--- src/hdl/lz77wd_pkg.sv ---
// Shared types and constants for the LZ77 window decompressor.
// No dependencies.
`default_nettype none

package lz77wd_pkg;

    localparam int LZWD_WINDOW_DEPTH = 4096;
    localparam int LZWD_QUEUE_DEPTH  = 4;
    localparam int LZWD_GROUP_SIZE   = 8;
    localparam int LZWD_MIN_MATCH    = 3;
    localparam int LZWD_DIST_W       = 13;   // distance 1..4096
    localparam int LZWD_CNT_W        = 5;    // byte count 1..18

    typedef enum logic [2:0] {
        PH_HDR0  = 3'd0,
        PH_HDR1  = 3'd1,
        PH_HDR2  = 3'd2,
        PH_HDR3  = 3'd3,
        PH_FLAG  = 3'd4,
        PH_TOKEN = 3'd5,
        PH_REF2  = 3'd6,
        PH_DONE  = 3'd7
    } t_phase;

    // One job for the back end: a literal or a window copy.
    typedef struct packed {
        logic                   is_lit;
        logic [7:0]             lit;
        logic [LZWD_DIST_W-1:0] offset;
        logic [LZWD_CNT_W-1:0]  cnt;
        logic                   eos;     // the job's final byte ends the stream
    } t_cmd;

endpackage

`default_nettype wire

--- src/hdl/lz77wd_front.sv ---
// Stream parser: header, flag groups, tokens; turns them into copy jobs.
// Depends on lz77wd_pkg.
`default_nettype none

module lz77wd_front (
    input  wire logic              i_clk,
    input  wire logic              i_rst_n,
    input  wire logic              i_valid,
    output logic                   o_ready,
    input  wire logic [7:0]        i_byte,
    input  wire logic              i_sos,
    output logic                   o_push,
    output lz77wd_pkg::t_cmd       o_cmd,
    input  wire logic              i_full
);
    import lz77wd_pkg::*;

    t_phase      r_phase, n_phase;
    logic [23:0] r_len, n_len;
    logic [7:0]  r_flags, n_flags;
    logic [3:0]  r_tokens, n_tokens;
    logic [7:0]  r_ref_hi, n_ref_hi;

    logic                  acc;
    t_phase                ph;
    logic [23:0]           len;
    logic [23:0]           len_after;
    logic [3:0]            tok_dec;
    logic [LZWD_CNT_W-1:0] ref_cnt;
    logic [LZWD_CNT_W-1:0] take;
    logic                  tok_done;

    assign o_ready = !i_full;
    assign acc     = i_valid && !i_full;

    always_ff @(posedge i_clk) begin
        if (!i_rst_n) begin
            r_phase  <= PH_HDR0;
            r_len    <= '0;
            r_flags  <= '0;
            r_tokens <= '0;
            r_ref_hi <= '0;
        end else begin
            r_phase  <= n_phase;
            r_len    <= n_len;
            r_flags  <= n_flags;
            r_tokens <= n_tokens;
            r_ref_hi <= n_ref_hi;
        end
    end

    always_comb begin
        ph        = i_sos ? PH_HDR0 : r_phase;
        len       = i_sos ? 24'd0 : r_len;
        tok_dec   = r_tokens - 4'd1;
        ref_cnt   = LZWD_CNT_W'(r_ref_hi[7:4]) + LZWD_CNT_W'(LZWD_MIN_MATCH);
        take      = (len < 24'(ref_cnt)) ? len[LZWD_CNT_W-1:0] : ref_cnt;
        len_after = len;
        tok_done  = 1'b0;
        n_phase   = r_phase;
        n_len     = r_len;
        n_flags   = r_flags;
        n_tokens  = r_tokens;
        n_ref_hi  = r_ref_hi;
        o_push    = 1'b0;
        o_cmd     = '0;
        if (acc) begin
            n_len = len;
            unique case (ph)
                PH_HDR0: begin
                    n_len   = '0;
                    n_phase = PH_HDR1;
                end
                PH_HDR1: begin
                    n_len   = {len[23:8], i_byte};
                    n_phase = PH_HDR2;
                end
                PH_HDR2: begin
                    n_len   = {len[23:16], i_byte, len[7:0]};
                    n_phase = PH_HDR3;
                end
                PH_HDR3: begin
                    n_len   = {i_byte, len[15:0]};
                    n_phase = ({i_byte, len[15:0]} == 24'd0) ? PH_DONE : PH_FLAG;
                end
                PH_FLAG: begin
                    n_flags  = i_byte;
                    n_tokens = 4'(LZWD_GROUP_SIZE);
                    n_phase  = PH_TOKEN;
                end
                PH_TOKEN: begin
                    if (r_flags[7]) begin
                        n_ref_hi = i_byte;
                        n_phase  = PH_REF2;
                    end else begin
                        o_push       = 1'b1;
                        o_cmd.is_lit = 1'b1;
                        o_cmd.lit    = i_byte;
                        o_cmd.cnt    = LZWD_CNT_W'(1);
                        o_cmd.eos    = (len == 24'd1);
                        len_after    = len - 24'd1;
                        tok_done     = 1'b1;
                    end
                end
                PH_REF2: begin
                    o_push       = 1'b1;
                    o_cmd.offset = {1'b0, r_ref_hi[3:0], i_byte} + LZWD_DIST_W'(1);
                    o_cmd.cnt    = take;
                    o_cmd.eos    = (len <= 24'(ref_cnt));
                    len_after    = len - 24'(take);
                    tok_done     = 1'b1;
                end
                PH_DONE: begin
                    n_phase = PH_DONE;
                end
                default: begin
                    n_phase = PH_DONE;
                end
            endcase
            if (tok_done) begin
                n_len    = len_after;
                n_flags  = {r_flags[6:0], 1'b0};
                n_tokens = tok_dec;
                if (len_after == 24'd0) begin
                    n_phase = PH_DONE;
                end else if (tok_dec == 4'd0) begin
                    n_phase = PH_FLAG;
                end else begin
                    n_phase = PH_TOKEN;
                end
            end
        end
    end

endmodule

`default_nettype wire

--- config.mk ---
export PLATFORM = sky130hd
export DESIGN_NAME = lz77wd_front
export DESIGN_NICKNAME = d
export VERILOG_FILES = /design/src/hdl/lz77wd_pkg.sv /design/src/hdl/lz77wd_front.sv
export SDC_FILE = /design/constraint.sdc
export NUM_CORES = 1
export LEC_CHECK = 0
export BUFFER_PORTS_ARGS = -buffer_cell sky130_fd_sc_hd__buf_2
export CAP_MARGIN = 5
export CORE_MARGIN = 1
export CORE_UTILIZATION = 65
export CTS_CLUSTER_SIZE = 30
export DETAILED_ROUTE_END_ITERATION = 7
export GPL_TIMING_DRIVEN = 0
export PLACE_DENSITY = 0.95
export RECOVER_POWER = 100
export SYNTH_ARGS = -nofsm -noshare
export SYNTH_HDL_FRONTEND = slang
export SYNTH_SLANG_ARGS = --single-unit
--- constraint.sdc ---
create_clock -name i_clk -period 10.9 [get_ports i_clk]
set_clock_uncertainty 0.15 [all_clocks]
set_input_delay 2.725 -clock i_clk [delete_from_list [all_inputs] [get_ports i_clk]]
set_output_delay 2.725 -clock i_clk [all_outputs]
set_load 0.01 [all_outputs]
[Word-level counts from Yosys, hierarchy flattened]
Index checks and enable logic that the tools add are counted.
Cells by class
  equal/unequal tests: 9
  order comparisons: 2
  multiplexer cells: 28
  add/sub/neg operators: 5
  reduce and logical (&&, ||, !) cells: 11
Operator list (count)
  $mux 24: 4
  $pmux 24 s4: 1
  $logic_not 24->1: 2
  $pmux 24 s2: 1
  $mux 28: 1
  $eq 24x1->1 const B: 1
  $le 24x5->1: 1
  $lt 24x5->1: 1
  $sub 24x1->24 const B: 1
  $sub 24x5->24: 1
  $pmux 3 s7: 1
  $mux 9: 2
  $mux 8: 2
  $add 12x1->13 const B: 1
  $mux 13: 1
  $eq 3x3->1 const B: 4
  $pmux 6 s2: 1
  $mux 3: 3
  $mux 4: 2
  $reduce_bool 8->1: 1
  $eq 3x2->1 const B: 2
  $mux 2: 3
  $reduce_and 3->1: 2
  $add 4x2->5 const B: 1
  other kinds (12): 15
Word-level totals
  input port bits: 13
  word-level logic and storage cells: 60
  register bits after elaboration: 47

[Depth between registers and ports, before layout]
  depth in word-level cells: 9
  depth in mapped cells: 21
  mapped depth without buffers: 20

[Worst setup path after synthesis]
No wires, ideal clock.
  path type: in2out
  from: in i_sos
  to: out o_cmd[2] (netlist bit)
  cell stages on the path: 11
  arrival: 4.955 ns
  path slack: 3.070 ns
  required time: 8.025 ns
  path through: buf_2 -> nand2b_1 -> inv_1 -> ha_1 -> nor2b_1 -> o21a_1 -> o21ai_0 -> nand2b_1 -> a311oi_4 -> mux2_2 -> nor2_1
RTL lines
  start, declared: RTL line lz77wd_front.sv:11  | input wire logic i_sos,
  end, declared: RTL line lz77wd_front.sv:13  | output lz77wd_pkg::t_cmd o_cmd,

[Final worst setup path]
  from: in i_sos
  to: reg r_phase[0]
Between the ends
  longest elaborated chain between the ends: 9
  elaborated cells on any way between the ends: 28
Ends and longest elaborated chain
  $mux 24: RTL line lz77wd_front.sv:54  | len = i_sos ? 24'd0 : r_len;
  $lt 24x5->1: RTL line lz77wd_front.sv:57  | take = (len < 24'(ref_cnt)) ? len[LZWD_CNT_W-1:0] : ref_cnt;
  $mux 5: RTL line lz77wd_front.sv:57
  $sub 24x5->24: RTL line lz77wd_front.sv:110  | len_after = len - 24'(take);
  $pmux 24 s2: RTL line lz77wd_front.sv:69  | unique case (ph)
  $mux 24: RTL line lz77wd_front.sv:67  | if (acc) begin
  $logic_not 24->1: RTL line lz77wd_front.sv:124  | if (len_after == 24'd0) begin
  $mux 2: RTL line lz77wd_front.sv:124
  $mux 3: RTL line lz77wd_front.sv:120  | if (tok_done) begin
  end signal, assigned: RTL line lz77wd_front.sv:44  | r_phase <= n_phase;
  end, declared: RTL line lz77wd_front.sv:18  | t_phase r_phase, n_phase;
Several ways; a longest one is shown, not always the timed one. The select of a mux whose other input is x is not followed.
A chain may end at the register's enable or synchronous reset.

==> results.py <==
metrics = {
    "pwr": {
        "power_density_nw_per_um2": 88.5,
        "p_total_w": 0.000421,
        "power_leakage_nw": 1.77,
        "peakVddDrop_uv": 95.6,
    },
    "route": {
        "drt_iter0_drc": 821,
        "ant_nets": 0,
        "dr.pass1.iters": 8,
        "wl_per_cell_um": 22.7,
        "drc": 2,
        "via_per_inst": 7.34,
        "num_vias": 5337,
        "wl_um": 16500,
    },
    "outcome": {
        "outcome": "complete, but fails checks",
        "violations": "design-rule violations, max-capacitance violations, max-slew violations",
    },
    "timing": {
        "setup_viol": 0,
        "finalMaxSlewViolations": 9,
        "worstMarginPinSlew_ns": 1.55,
        "max_freq_mhz": 106,
        "fin_tns_setup_ns": 0,
        "max_slew_margin_pct": -4.38,
        "fin_crit_ns": 9.41,
        "rsz0062_at_grt": "false",
        "finalHoldViolations": 0,
        "min_period_over_period_pct": 86.3,
    },
    "grt": {
        "grt_first_pass_wirelength_um": 25300,
        "grtUsageTotal_pct": 45.8,
        "grt_pass1_vias": 4928,
        "grt-ovfl-total": 0,
        "antenna_found_initial": 0,
        "grt_max_degree": 17,
    },
    "worst_setup_path": {
        "end_kind": "flip-flop",
        "r2r_cells": 18,
        "crit_type": "primary input to flip-flop",
        "crit_path_cell_trace": "clkbuf_1 -> clkbuf_1 -> nand2b_1 -> inv_1 -> ha_1 -> nor2b_1 -> o21a_1 -> o21ai_0 -> nand2b_1 -> a311oi_1 -> mux2i_1 -> ha_1 -> inv_1 -> fa_1 -> a211o_1 -> a2111oi_0 -> a21oi_1 -> nor4_2 -> nand3b_1 -> a311oi_1 -> nand4_1 -> a21oi_1",
        "slowest_stage": "a311oi_1",
        "max_stage_delay_ns": 0.85,
        "cp.arrival_ns": 9.49,
        "timing.rr.end": "r_phase[0]",
        "start_kind": "primary input",
        "regToRegSetupSlack_ns": 4.38,
        "crit_path_max_fanout": 10,
        "crit_required_ns": 10.98,
        "r2r-start": "r_len[13]",
    },
    "logic_synthesis": {
        "yosysTopAreaCellShare_pct": 21.3,
        "synth_most_common_cell": "nand2_1",
        "syn-cell-area_um2": 4420,
        "synth_edf_count": 0,
        "ys_seq_elements": 47,
        "synthTopCellsByArea": "dfxtp_1 (21%), nor2b_1 (5.2%), nand2_1 (5.0%), ha_1 (4.8%), o21ai_0 (4.8%)",
        "yosys.area.top_type": "dfxtp_1",
        "syn_area_per_cell_um2": 7.31,
        "synthDistinctLibCells": 72,
        "synth_flop_cell": "dfxtp_1",
        "synth_common_cells": "nand2_1 (59), nor2_1 (54), dfxtp_1 (47)",
        "async_flop_share_pct": 0,
        "netlist_instances": 605,
        "yosys_warnings": 0,
        "syn_nets": 636,
        "ys_seq_area_share_pct": 21.3,
    },
    "cts": {
        "postCtsSetupBuffers": 0,
        "cts-root-buf": "clkbuf_8",
        "path_clk_slew_ns": 0.10,
        "clock_path_buffers": 2,
        "cts_sinks": 47,
        "post_cts_resized": 0,
        "clk_latency_ns": 0.32,
        "hold_buffers": 0,
        "cts_tree": "built",
        "cts_max_level": 2,
        "cts_made_buffers": 5,
    },
    "placement": {
        "placed_cell_area_um2": 4710,
        "dp_hpwl_um": 11900,
        "globalplace.congestion": 1.07,
        "dp_cells": 719,
        "io_buffers": 37,
    },
    "floorplanning": {
        "num_rows": 29,
        "initial_core_util_pct": 68.5,
        "dieArea_um2": 7140,
        "io_pins": 43,
        "core_area_um2": 6460,
        "die_h_um": 84.5,
        "die_x_um": 84.5,
    },
    "finish": {
        "drive_above_1_share_pct": 5.08,
        "final_core_util_pct": 73.6,
        "fin_nets": 680,
        "design_area_um2": 4760,
        "n_antenna_cell": 0,
        "area_delta_synth_final_pct": 7.49,
        "fin_cells": 727,
    },
    "hold_path": {
        "hold_path_class": "flip-flop to flip-flop",
        "min_from": "r_flags[5]",
        "hold_depth": 2,
        "whs_endpoint": "r_flags[5]",
    },
    "flow_run": {
        "cap_viol_max_count": 1,
    },
}
[per-layer routing]
layer / part of all wire (%) / track usage (%)
met3: 14 / 16.9
met1: 38 / 56.9
met4: 5.1 / 24.3
met2: 43 / 68.9
met5: 0 / 0
[sequential cells by signal, summed over array words and instances, names as in the netlist]
| name | count |
|---|---|
| r_tokens | 4 |
| r_ref_hi | 8 |
| r_flags | 8 |
| r_phase | 3 |
| r_len | 24 |
[layout make-up]
type / count / area [um^2]
buffer: 41 / 160
clock buffer: 5 / 68.8
clock inverter: 3 / 47.5
fill: 564 / 1700
inverter: 23 / 86.3
multi-input combinational: 494 / 3210
sequential: 47 / 941
tap: 77 / 96.3
timing repair buffer: 37 / 149
[power breakdown]
group          leakage, nW  switching, W  internal (W)
Combinational         1.33     0.0000667     0.0000332
Sequential           0.380    0.00000446      0.000174
Clock               0.0587     0.0000722     0.0000698
Total                 1.77      0.000143      0.000277
[critical path, delay by kind of cell]
family | cells | cell delay (ns)
AOI/OAI and AO/OA | 8 | 3.10
and+or+nand+nor | 6 | 1.27
buffers and inverters | 4 | 1.03
adders and majority gates | 3 | 1.00
muxes | 1 | 0.36
[layout by cell type (no fill, tap or decap), types with 10 or more instances in the layout]
cell type	instances
mux2i_1	13
dfxtp_1	47
clkbuf_1	63
a21oi_1	31
a221oi_1	10
ha_1	17
nand3_1	20
nor3_1	18
nor4_1	10
and3_1	16
buf_2	13
nand2_1	59
xnor2_1	10
inv_1	23
o21ai_0	43
xor2_1	10
nor2b_1	37
nor2_1	54
o211ai_1	10
[cells by family after synthesis]
| group | after synthesis | share of synthesized area [%] |
|---|---|---|
| xor gates and xnor gates | 20 | 3.96 |
| AOI/OAI and AO/OA | 176 | 28.1 |
| adders and majority gates | 18 | 5.26 |
| DFF | 47 | 21.3 |
| buffers and inverters | 64 | 5.60 |
| and+or+nand+nor | 262 | 31.6 |
| muxes | 18 | 4.21 |
[stage by stage]
| step | setup slack [ns] | hold WS (ns) |
|---|---|---|
| final | 1.49 | 0.332 |
| after global routing | 1.17 | 0.362 |
| after CTS | 2.40 | 0.331 |
| after detailed placement | 2.30 | 0.316 |
| after global placement | 2.53 | 0.303 |
| after floorplan | 3.07 | 0.291 |
[how the worst max path moves through the flow]
stage | slack [ns] | startpoint | end | cells after the start
finish | 1.49 | i_sos | r_phase[0] | 22
floorplan | 3.07 | i_sos | o_cmd[2] | 11
global placement | 2.53 | i_sos | r_phase[0] | 22
global route | 1.17 | i_sos | r_phase[0] | 22
CTS | 2.40 | i_sos | o_cmd[4] | 13
detailed placement | 2.30 | i_sos | r_phase[0] | 22
No activity file was read; power rests on OpenSTA's default activity.
