--- src/hdl/lz77wd_pkg.sv ---
// Shared types and constants for the LZ77 window decompressor.
// No dependencies.
`default_nettype none

package lz77wd_pkg;

    localparam int LZWD_WINDOW_DEPTH = 4096;
    localparam int LZWD_QUEUE_DEPTH  = 4;
    localparam int LZWD_GROUP_SIZE   = 8;
    localparam int LZWD_MIN_MATCH    = 3;
    localparam int LZWD_DIST_W       = 13;   // distance 1..4096
    localparam int LZWD_CNT_W        = 5;    // byte count 1..18

    typedef enum logic [2:0] {
        PH_HDR0  = 3'd0,
        PH_HDR1  = 3'd1,
        PH_HDR2  = 3'd2,
        PH_HDR3  = 3'd3,
        PH_FLAG  = 3'd4,
        PH_TOKEN = 3'd5,
        PH_REF2  = 3'd6,
        PH_DONE  = 3'd7
    } t_phase;

    // One job for the back end: a literal or a window copy.
    typedef struct packed {
        logic                   is_lit;
        logic [7:0]             lit;
        logic [LZWD_DIST_W-1:0] offset;
        logic [LZWD_CNT_W-1:0]  cnt;
        logic                   eos;     // the job's final byte ends the stream
    } t_cmd;

endpackage

`default_nettype wire

--- src/hdl/lz77wd_queue.sv ---
// Small job queue between the parser and the copy engine.
// Depends on lz77wd_pkg.
`default_nettype none

module lz77wd_queue (
    input  wire logic              i_clk,
    input  wire logic              i_rst_n,
    input  wire logic              i_push,
    input  lz77wd_pkg::t_cmd       i_cmd,
    output logic                   o_full,
    input  wire logic              i_pop,
    output lz77wd_pkg::t_cmd       o_cmd,
    output logic                   o_empty
);
    import lz77wd_pkg::*;

    localparam int QAW = $clog2(LZWD_QUEUE_DEPTH);

    t_cmd           r_mem [LZWD_QUEUE_DEPTH];
    logic [QAW-1:0] r_wr_ptr;
    logic [QAW-1:0] r_rd_ptr;
    logic [QAW:0]   r_count;
    logic           do_push;
    logic           do_pop;

    assign o_full  = (r_count == (QAW+1)'(LZWD_QUEUE_DEPTH));
    assign o_empty = (r_count == '0);
    assign do_push = i_push && !o_full;
    assign do_pop  = i_pop && !o_empty;
    assign o_cmd   = r_mem[r_rd_ptr];

    always_ff @(posedge i_clk) begin
        if (do_push) begin
            r_mem[r_wr_ptr] <= i_cmd;
        end
    end

    always_ff @(posedge i_clk) begin
        if (!i_rst_n) begin
            r_wr_ptr <= '0;
            r_rd_ptr <= '0;
            r_count  <= '0;
        end else begin
            if (do_push) begin
                r_wr_ptr <= (r_wr_ptr == QAW'(LZWD_QUEUE_DEPTH - 1)) ? '0 : r_wr_ptr + 1'b1;
            end
            if (do_pop) begin
                r_rd_ptr <= (r_rd_ptr == QAW'(LZWD_QUEUE_DEPTH - 1)) ? '0 : r_rd_ptr + 1'b1;
            end
            unique case ({do_push, do_pop})
                2'b10:   r_count <= r_count + 1'b1;
                2'b01:   r_count <= r_count - 1'b1;
                default: r_count <= r_count;
            endcase
        end
    end

endmodule

`default_nettype wire

--- config.mk ---
export PLATFORM = sky130hd
export DESIGN_NAME = lz77wd_queue
export DESIGN_NICKNAME = d
export VERILOG_FILES = /design/src/hdl/lz77wd_pkg.sv /design/src/hdl/lz77wd_queue.sv
export SDC_FILE = /design/constraint.sdc
export NUM_CORES = 1
export LEC_CHECK = 0
export BUFFER_PORTS_ARGS = -buffer_cell sky130_fd_sc_hd__buf_2
export CAP_MARGIN = 20
export CORE_ASPECT_RATIO = 0.75
export CORE_UTILIZATION = 61
export DETAILED_ROUTE_END_ITERATION = 6
export PLACE_DENSITY = 0.8
export SLEW_MARGIN = 25
export SYNTH_ARGS = -nofsm -noshare
export SYNTH_HDL_FRONTEND = slang
export SYNTH_SLANG_ARGS = --single-unit
--- constraint.sdc ---
create_clock -name i_clk -period 3 [get_ports i_clk]
set_input_delay 0.6 -clock i_clk [delete_from_list [all_inputs] [get_ports i_clk]]
set_output_delay 0.6 -clock i_clk [all_outputs]
set_load 0.1 [all_outputs]
Word-level counts from Yosys, hierarchy flattened
Memories as Yosys holds them, arrays and structs flattened. A register that Yosys moved wholly into a read port is not among the register bits.
Index checks and enable logic that the tools add are counted.
{"block": "totals", "reg_bits": 7, "latch_bits": 0, "ramBits": 112, "rom_bits": 0, "input_bits": 32, "elab_cells": 26, "memories": 1}
{"name": "r_mem", "depth": 4, "word_bits": 28, "rd": 1, "rd_clocked_by_memory_dff": 1, "write_ports": 1, "line": "lz77wd_queue.sv:19", "rtl": "t_cmd r_mem [LZWD_QUEUE_DEPTH];"}
{"block": "classes", "add_sub_neg": 4, "multipliers": 0, "div": 0, "magnitude_cmp": 0, "n_eq_ne": 5, "shifts": 0, "n_mux": 7, "bitwise": 0, "reduce_logical": 6}
{"operator": "2-bit two-way mux", "n": 4}
{"operator": "2-bit == test, second input constant", "n": 3}
{"operator": "3-bit one-hot mux with 2 select lines", "n": 1}
{"operator": "2-bit by 1-bit adder with 2-bit output, second input constant", "n": 2}
{"operator": "3-bit by 1-bit adder with 3-bit output, second input constant", "n": 1}
{"operator": "3-bit == test, second input constant", "n": 1}
{"operator": "3-bit zero test", "n": 1}
{"operator": "3-bit by 1-bit subtractor with 3-bit output, second input constant", "n": 1}
{"operator": "2-bit by 1-bit == test with 1-bit output, second input constant", "n": 1}
{"operator": "1-bit logical AND", "n": 2}
{"operator": "1-bit zero test", "n": 2}
{"operator": "1-bit two-way mux", "n": 2}
{"operator": "2-bit nonzero test", "n": 1}

Logic depth before layout (Yosys ltp)
Gate-level depths: netlist of the first run.
{"block": "depth", "depth_word": 5, "mapped_depth": 10, "mapped_depth_nobuf": 9}

Least setup slack after synthesis of the first run
OpenSTA, ideal clock, no wires.
{"block": "synth_path", "kind": "register -> register", "from": "register r_count[2]", "to": "register r_count[2]", "setup_time_ns": 0.076, "t_arrival_ns": 3.089, "t_required_ns": 2.924, "slack_ns": -0.165, "path_stages_with_launch": 11, "n_path_buf": 1, "period_less_slack_ns": 3.165, "cell_sequence": "dfxtp_1 > nor3b_2 > nor2b_1 > buf_2 > inv_1 > ha_1 > inv_1 > fa_1 > xor2_1 > or3_1 > a21boi_0"}
{"block": "synth_between", "elab_chain_cells": 5}
{"element": "start, declared", "line": "lz77wd_queue.sv:22", "rtl": "logic [QAW:0] r_count;"}
{"element": "start signal, assigned", "line": "lz77wd_queue.sv:51", "rtl": "2'b10: r_count <= r_count + 1'b1;"}
{"element": "start signal, assigned", "line": "lz77wd_queue.sv:52", "rtl": "2'b01: r_count <= r_count - 1'b1;"}
{"element": "start signal, assigned", "line": "lz77wd_queue.sv:53", "rtl": "default: r_count <= r_count;"}
{"element": "3-bit == test (*)", "line": "lz77wd_queue.sv:26", "rtl": "assign o_full = (r_count == (QAW+1)'(LZWD_QUEUE_DEPTH));"}
{"element": "net o_full", "line": "lz77wd_queue.sv:10", "rtl": "output logic o_full,"}
{"element": "1-bit zero test (*)", "line": "lz77wd_queue.sv:28", "rtl": "assign do_push = i_push && !o_full;"}
{"element": "1-bit logical AND (*)", "line": "lz77wd_queue.sv:28"}
{"element": "2-bit by 1-bit == test with 1-bit output or 2-bit == test (tied branches)", "line": "lz77wd_queue.sv:50", "rtl": "unique case ({do_push, do_pop})"}
{"element": "3-bit one-hot mux with 2 select lines or 2-bit nonzero test (tied branches)"}
The timed path passes the listed nets; every way through them passes the cells marked *.
A chain may end at the register's enable or synchronous reset.

==> results.py, run 1 <==
metrics = {
    "outcome": {
        "outcome": "finished clean",
    },
    "worst_setup_path": {
        "rr_worst_depth": 9,
        "worst_path_fanout_max": 9,
        "kind_of_critical_path": "flop to output port",
        "start_kind": "flop",
        "path_cells": "buf_4 > mux4_1 > buf_2",
        "setup.worst_path.end_class": "output port",
        "worstPathRequired_ns": 2.40,
        "max_stage_delay_ns": 0.58,
        "critical_path.slowest_cell": "sky130_fd_sc_hd__mux4_1",
        "arrival_ns": 2.19,
    },
    "clock_tree": {
        "worst_setup_hold_path_clk_slew_ns": 0.06,
        "post_cts_resize_count": 0,
        "buffers_inserted_during_post_cts_setup_optimization": 0,
        "ctsRootBufferMaster": "sky130_fd_sc_hd__clkbuf_8",
        "htree_num_levels": 4,
        "cts_tree": "built",
        "clock_latency_ns": 0.51,
        "cts_buffer_depth": 2,
        "tritoncts.num_buffers": 17,
        "cts.sinks": 121,
        "post_cts_hold_buffer_count": 0,
    },
    "routing": {
        "drt-vias-per-instance": 5.67,
        "first_iter_violations": 94,
        "routed_wl_mm": 8.13,
        "drt-wirelength-per-cell_microns": 20.5,
        "drt-pass1-iter-count": 4,
        "route.antenna.remaining_nets": 0,
        "post-route-drc-count": 0,
        "detailroute.via_count": 2244,
    },
    "place": {
        "place.detailed.hpwl_mm": 4.63,
        "io_buffer_count": 61,
        "gp_routability_congestion": 0.731,
        "dpl_cell_area_sq_um": 5060,
    },
    "global_routing": {
        "grtUsageTotal_pct": 23.2,
        "first_global_vias": 2331,
        "initial_antenna_violation_count": 0,
        "grt_first_pass_wirelength_mm": 12.6,
        "grt_remaining_overflow": 0,
        "grt_start_max_net_pins": 23,
    },
    "final_layout": {
        "regArea_sq_um": 3540,
        "post-route-util_pct": 80.3,
        "design.final.nets": 324,
        "multiInputGateArea_sq_um": 951,
        "filler_instances": 350,
        "n_antenna_cell": 0,
        "final_layout_size_suffix_gt1_share_pct": 42.3,
        "layout.cell_area.non_filler_sq_um": 5650,
        "area_growth_pct": 23.1,
    },
    "timing": {
        "clk_skew_ns": 0.00686,
        "timing.slew.headroom_pct": 60.0,
        "fmax_mhz": 358,
        "post-route-period-util_pct": 93.1,
        "hold_viol": 0,
        "tightest_slew_ns": 0.596,
        "grt_setup_unrepaired": "no",
        "period_needed_ns": 2.79,
        "setup_viol_count_final": 0,
        "finalHoldWorstSlack_ns": 0.295,
        "slew_violations": 0,
        "totalNegativeSetupSlack_ns": 0,
    },
    "floorplan": {
        "starting_density_pct": 65.2,
        "die_area_sq_um": 7870,
        "rows": 26,
        "die_width_microns": 102,
        "area_of_the_core_region_sq_um": 7030,
        "fp.dieH_microns": 77.1,
        "floorplan.io_pins": 62,
    },
    "hold_path": {
        "worst_hold_path.num_cells": 1,
        "hp-class": "primary input to flop",
    },
    "yosys": {
        "synth_enable_flop_cells": 112,
        "syn_inst": 202,
        "synth_largest_type_area_fraction_pct": 73.4,
        "synth.most_common_cell": "sky130_fd_sc_hd__edfxtp_1",
        "mapped_cell_area_sq_um": 4580,
        "synth.yosys.seq_area_share_pct": 77.3,
        "synth.top_cells.by_area": "sky130_fd_sc_hd__edfxtp_1, sky130_fd_sc_hd__mux4_2, sky130_fd_sc_hd__mux4_1, sky130_fd_sc_hd__dfxtp_1, sky130_fd_sc_hd__ha_1",
        "yosysWarnings": 0,
        "yosys.area.top_type": "sky130_fd_sc_hd__edfxtp_1",
        "synth-seq-cells": 121,
        "syn-mean-instance-area_sq_um": 22.7,
        "ys_top_cells_by_count": "sky130_fd_sc_hd__edfxtp_1, sky130_fd_sc_hd__mux4_2, sky130_fd_sc_hd__dfxtp_1",
        "post_synth_num_cell_types": 25,
        "synthArstFlopShare_pct": 0,
        "primary_ff_master_synth": "sky130_fd_sc_hd__edfxtp_1",
        "postSynthNetCount": 241,
    },
    "run": {
        "cap_viol_max_count": 0,
    },
    "pwr": {
        "p_per_area_nw_per_um2": 1130,
        "power.leakage_nw": 2.01,
        "peakVddDrop_mv": 0.754,
        "total_power_mw": 6.40,
    },
}
[stage by stage]
stage / cells / worst slack, ns
2_1_floorplan: 202 / 0.200
3_3_place_gp: 364 / 0.737
3_5_place_dp: 364 / 0.690
4_1_cts: 396 / 0.169
5_1_grt: 396 / 0.131
6_report: 396 / 0.208
[flip-flops by register name (all words and copies together), names as in the netlist, named ones only]
| register | count |
|---|---|
| r_wr_ptr | 2 |
| r_mem | 112 |
| r_count | 3 |
| r_rd_ptr | 2 |
[cells by family (layout without fill, tap and decap cells)]
| family | count (synthesis) | after routing | synth area share [%] |
|---|---|---|---|
| and+or+nand+nor | 21 | 21 | 2.43 |
| adders and majority gates | 7 | 7 | 2.07 |
| muxes | 30 | 30 | 14.8 |
| xor gates and xnor gates | 2 | 2 | 0.382 |
| DFF | 121 | 121 | 77.3 |
| AOI/OAI and AO/OA | 6 | 6 | 0.764 |
| buffers and inverters | 15 | 111 | 2.21 |
[per-layer routing]
layer / wire length, microns / GRT usage, %
met1: 3470 / 30.8
met2: 3920 / 35.4
met3: 638 / 9.12
met4: 105 / 8.29
met5: 0 / 0
[cell usage in the layout (no fill, tap or decap)]
cell type and instances:
sky130_fd_sc_hd__a21boi_0 1, sky130_fd_sc_hd__and2_1 6, sky130_fd_sc_hd__buf_12 2, sky130_fd_sc_hd__buf_2 61, sky130_fd_sc_hd__buf_4 9, sky130_fd_sc_hd__bufinv_16 3
sky130_fd_sc_hd__clkbuf_16 16, sky130_fd_sc_hd__clkbuf_8 1, sky130_fd_sc_hd__clkinv_1 1, sky130_fd_sc_hd__clkinv_2 3, sky130_fd_sc_hd__clkinv_4 1, sky130_fd_sc_hd__clkinvlp_4 4
sky130_fd_sc_hd__dfxtp_1 8, sky130_fd_sc_hd__dfxtp_2 1, sky130_fd_sc_hd__edfxtp_1 112, sky130_fd_sc_hd__fa_1 1, sky130_fd_sc_hd__ha_1 6, sky130_fd_sc_hd__inv_1 7
sky130_fd_sc_hd__inv_6 3, sky130_fd_sc_hd__mux2i_1 2, sky130_fd_sc_hd__mux4_1 8, sky130_fd_sc_hd__mux4_2 20, sky130_fd_sc_hd__nand2_1 7, sky130_fd_sc_hd__nand3_1 2
sky130_fd_sc_hd__nor2_1 2, sky130_fd_sc_hd__nor2b_1 1, sky130_fd_sc_hd__nor3_2 1, sky130_fd_sc_hd__nor3b_4 1, sky130_fd_sc_hd__o21ai_0 4, sky130_fd_sc_hd__o31ai_1 1
sky130_fd_sc_hd__or3_1 1, sky130_fd_sc_hd__xnor2_1 1, sky130_fd_sc_hd__xor2_1 1
[power breakdown]
part,internal (mW),switching [mW]
logic,0.506,1.74
clock network,1.26,0.738
registers,2.05,0.107
[critical path: cells and delay by family (launching register included)]
family / cells / cell delay, ns
buffers and inverters: 2 / 0.59
DFF: 1 / 0.50
muxes: 1 / 0.58
[path summary, 6_finish.rpt]
kind         slack (ns)                        to                startpoint
min                0.30     r_mem[0][1]$_DFFE_PP_                  i_cmd[1]
max                0.21                 o_cmd[13]                      flop
min reg2reg        0.51  r_wr_ptr[1]$_SDFFE_PN0P_  r_wr_ptr[1]$_SDFFE_PN0P_
max reg2reg        0.80   r_count[2]$_SDFFE_PN0P_   r_count[2]$_SDFFE_PN0P_
[area by class of cell]
cell class,count,area share (%)
sequential,121,62.8
inverter,7,0.465
tap,98,2.17
multi-input combinational,66,16.8
timing repair buffer,72,7.31
clock inverter,15,3.08
clock buffer,17,7.34
Power figures use the tool's default switching activity.
==> run 2: changes to the inputs <==
--- a/config.mk
+++ b/config.mk
@@ -10,6 +10,7 @@
 export CORE_ASPECT_RATIO = 0.75
 export CORE_UTILIZATION = 61
 export DETAILED_ROUTE_END_ITERATION = 6
+export GPL_TIMING_DRIVEN = 0
 export PLACE_DENSITY = 0.8
 export SLEW_MARGIN = 25
 export SYNTH_ARGS = -nofsm -noshare
==> run 2 against run 1 <==
Non-clock buffer count decreased by 2. Setup slack better by 0.11 ns. Fmax increased by 4.1%. Clock skew rose by 0.0022 ns. Final cell count down 0.76%. Highest routed layer unchanged. Global-route usage grew 0.57 points.
==> results.py, run 2 (synthesized netlist as in run 1, its figures left out) <==
metrics = {
    "worst_setup_path": {
        "kind_of_critical_path": "flop to output port",
        "critical_path.slowest_cell": "sky130_fd_sc_hd__buf_2",
        "max_stage_delay_ns": 0.43,
        "worstPathRequired_ns": 2.40,
        "timing.rr.end": "r_count[2]$_SDFFE_PN0P_",
        "crit-reg2reg-launch": "r_count[2]$_SDFFE_PN0P_",
        "worst_path_fanout_max": 10,
        "start_kind": "flop",
        "setup.worst_path.end_class": "output port",
        "reg2reg_slack_ns": 0.81,
        "rr_worst_depth": 10,
        "arrival_ns": 2.08,
        "critPathMostFrequentCell": "sky130_fd_sc_hd__buf_2",
        "path_cells": "buf_2 > buf_2 > mux4_2 > buf_2",
    },
    "final_layout": {
        "filler_instances": 377,
        "layout.cell_area.non_filler_sq_um": 5590,
        "highest_count_cells_in_the_layout_ignoring_fill_and_taps": "sky130_fd_sc_hd__edfxtp_1, sky130_fd_sc_hd__buf_2, sky130_fd_sc_hd__mux4_2",
        "area_growth_pct": 21.9,
        "final_layout_size_suffix_gt1_share_pct": 40.3,
        "n_antenna_cell": 0,
        "mostFrequentLayoutCell": "sky130_fd_sc_hd__edfxtp_1",
        "flip_flop_count_of_the_largest_register_after_layout": 112,
        "design.final.nets": 322,
        "top_register": "r_mem",
        "largestRegisters": "r_mem (112), r_count (3)",
    },
    "hold_path": {
        "hold_path_end": "r_mem[1][16]$_DFFE_PP_",
        "hp-class": "primary input to flop",
        "worst_hold_path.num_cells": 1,
        "hold_path_startpoint": "i_cmd[16]",
    },
    "clock_tree": {
        "tritoncts.num_buffers": 17,
        "clock_latency_ns": 0.51,
        "post_cts_resize_count": 0,
        "ctsRootBufferMaster": "sky130_fd_sc_hd__clkbuf_8",
        "cts.sinks": 121,
        "buffers_inserted_during_post_cts_setup_optimization": 0,
        "htree_num_levels": 4,
        "post_cts_hold_buffer_count": 0,
        "worst_setup_hold_path_clk_slew_ns": 0.06,
        "cts_tree": "built",
        "cts_buffer_depth": 2,
    },
    "place": {
        "io_buffer_count": 61,
        "gp_routability_congestion": 0.674,
        "dpl_cell_area_sq_um": 5060,
        "place.detailed.hpwl_mm": 4.64,
        "place_ws_ns": 0.667,
    },
    "timing": {
        "timing.slew.headroom_pct": 48.1,
        "clk_skew_ns": 0.00905,
        "slew_violations": 0,
        "totalNegativeSetupSlack_ns": 0,
        "fmax_mhz": 373,
        "hold_viol": 0,
        "grt_setup_unrepaired": "no",
        "post-route-period-util_pct": 89.4,
        "final_critical_path_setup_slack_ns": 0.318,
        "tightest_slew_ns": 0.778,
        "setup_viol_count_final": 0,
        "period_needed_ns": 2.68,
    },
    "global_routing": {
        "grt_first_pass_wirelength_mm": 12.6,
        "grtUsageTotal_pct": 23.8,
        "grt_start_max_net_pins": 29,
        "grt_remaining_overflow": 0,
        "initial_antenna_violation_count": 0,
        "first_global_vias": 2331,
    },
    "routing": {
        "first_iter_violations": 66,
        "post-route-drc-count": 0,
        "drt-wirelength-per-cell_microns": 20.6,
        "detailroute.via_count": 2213,
        "route.antenna.remaining_nets": 0,
        "routed_wl_mm": 8.12,
        "drt-vias-per-instance": 5.63,
        "drt-pass1-iter-count": 4,
    },
    "floorplan": {
        "starting_density_pct": 65.2,
        "die_width_microns": 102,
        "floorplan.io_pins": 62,
        "die_area_sq_um": 7870,
        "fp.dieH_microns": 77.1,
        "area_of_the_core_region_sq_um": 7030,
        "rows": 26,
    },
    "run": {
        "cap_viol_max_count": 0,
    },
    "pwr": {
        "power.share.switching_pct": 40.2,
        "combPwrFrac_pct": 36.8,
        "power.leakage_nw": 1.97,
        "total_power_mw": 6.24,
        "p_int_mw": 3.73,
        "sequentialPowerShare_pct": 34.1,
        "peakVddDrop_mv": 0.647,
        "total_switching_power_mw": 2.51,
        "clkPwrFrac_pct": 29.1,
        "p_per_area_nw_per_um2": 1120,
    },
    "outcome": {
        "outcome": "finished clean",
    },
}
==> run 2: worst max-delay path, delay by kind of cell, from the launching register on <==
kind / cells / cell delay, ns
buf+inv: 3 / 0.99
flops: 1 / 0.30
mux: 1 / 0.28
==> run 2: power by group through the flow <==
stage          registers (mW)  logic, mW  clock network (mW)
2_1_floorplan            2.13       1.97                   0
3_3_place_gp             2.14       2.26                   0
3_5_place_dp             2.15       2.30                   0
4_1_cts                  2.13       2.31                1.85
5_1_grt                  2.14       2.38                1.91
6_report                 2.13       2.29                1.82
==> run 2: through the flow <==
stage	util, %	hold WS (ns)	std cells
2_1_floorplan	-	0.468	202
3_3_place_gp	71.5	0.493	361
3_5_place_dp	72.0	0.507	362
4_1_cts	79.5	0.271	393
5_1_grt	79.5	0.283	393
6_report	79.5	0.302	393
==> run 2: routing by layer <==
| layer | track usage [%] | vias up | wire [microns] |
|---|---|---|---|
| met5 | 0 | - | 0 |
| met1 | 31.8 | 1122 | 3550 |
| li1 | - | 994 | - |
| met3 | 8.11 | 19 | 425 |
| met4 | 11.0 | 0 | 193 |
| met2 | 35.7 | 78 | 3950 |
==> run 2: cell type report <==
cell class                 count  area, sq um  area share, %
buffer                         8         75.1           1.34
clock buffer                  19          422           7.55
clock inverter                12          109           1.95
inverter                       7         26.3          0.470
multi-input combinational     66          956           17.1
sequential                   121         3540           63.4
tap                           98          123           2.19
timing repair buffer          62          333           5.96
==> run 2: how the worst max path moves through the flow <==
stage / start / endpoint / cells after the start
3_5_place_dp: i_push / r_count[2]$_SDFFE_PN0P_ / 10
4_1_cts: flop / o_cmd[0] / 4
5_1_grt: flop / o_cmd[26] / 4
2_1_floorplan: r_count[2]$_SDFFE_PN0P_ / r_count[2]$_SDFFE_PN0P_ / 10
6_report: flop / o_cmd[0] / 4
3_3_place_gp: i_push / r_mem[1][17]$_DFFE_PP_ / 4
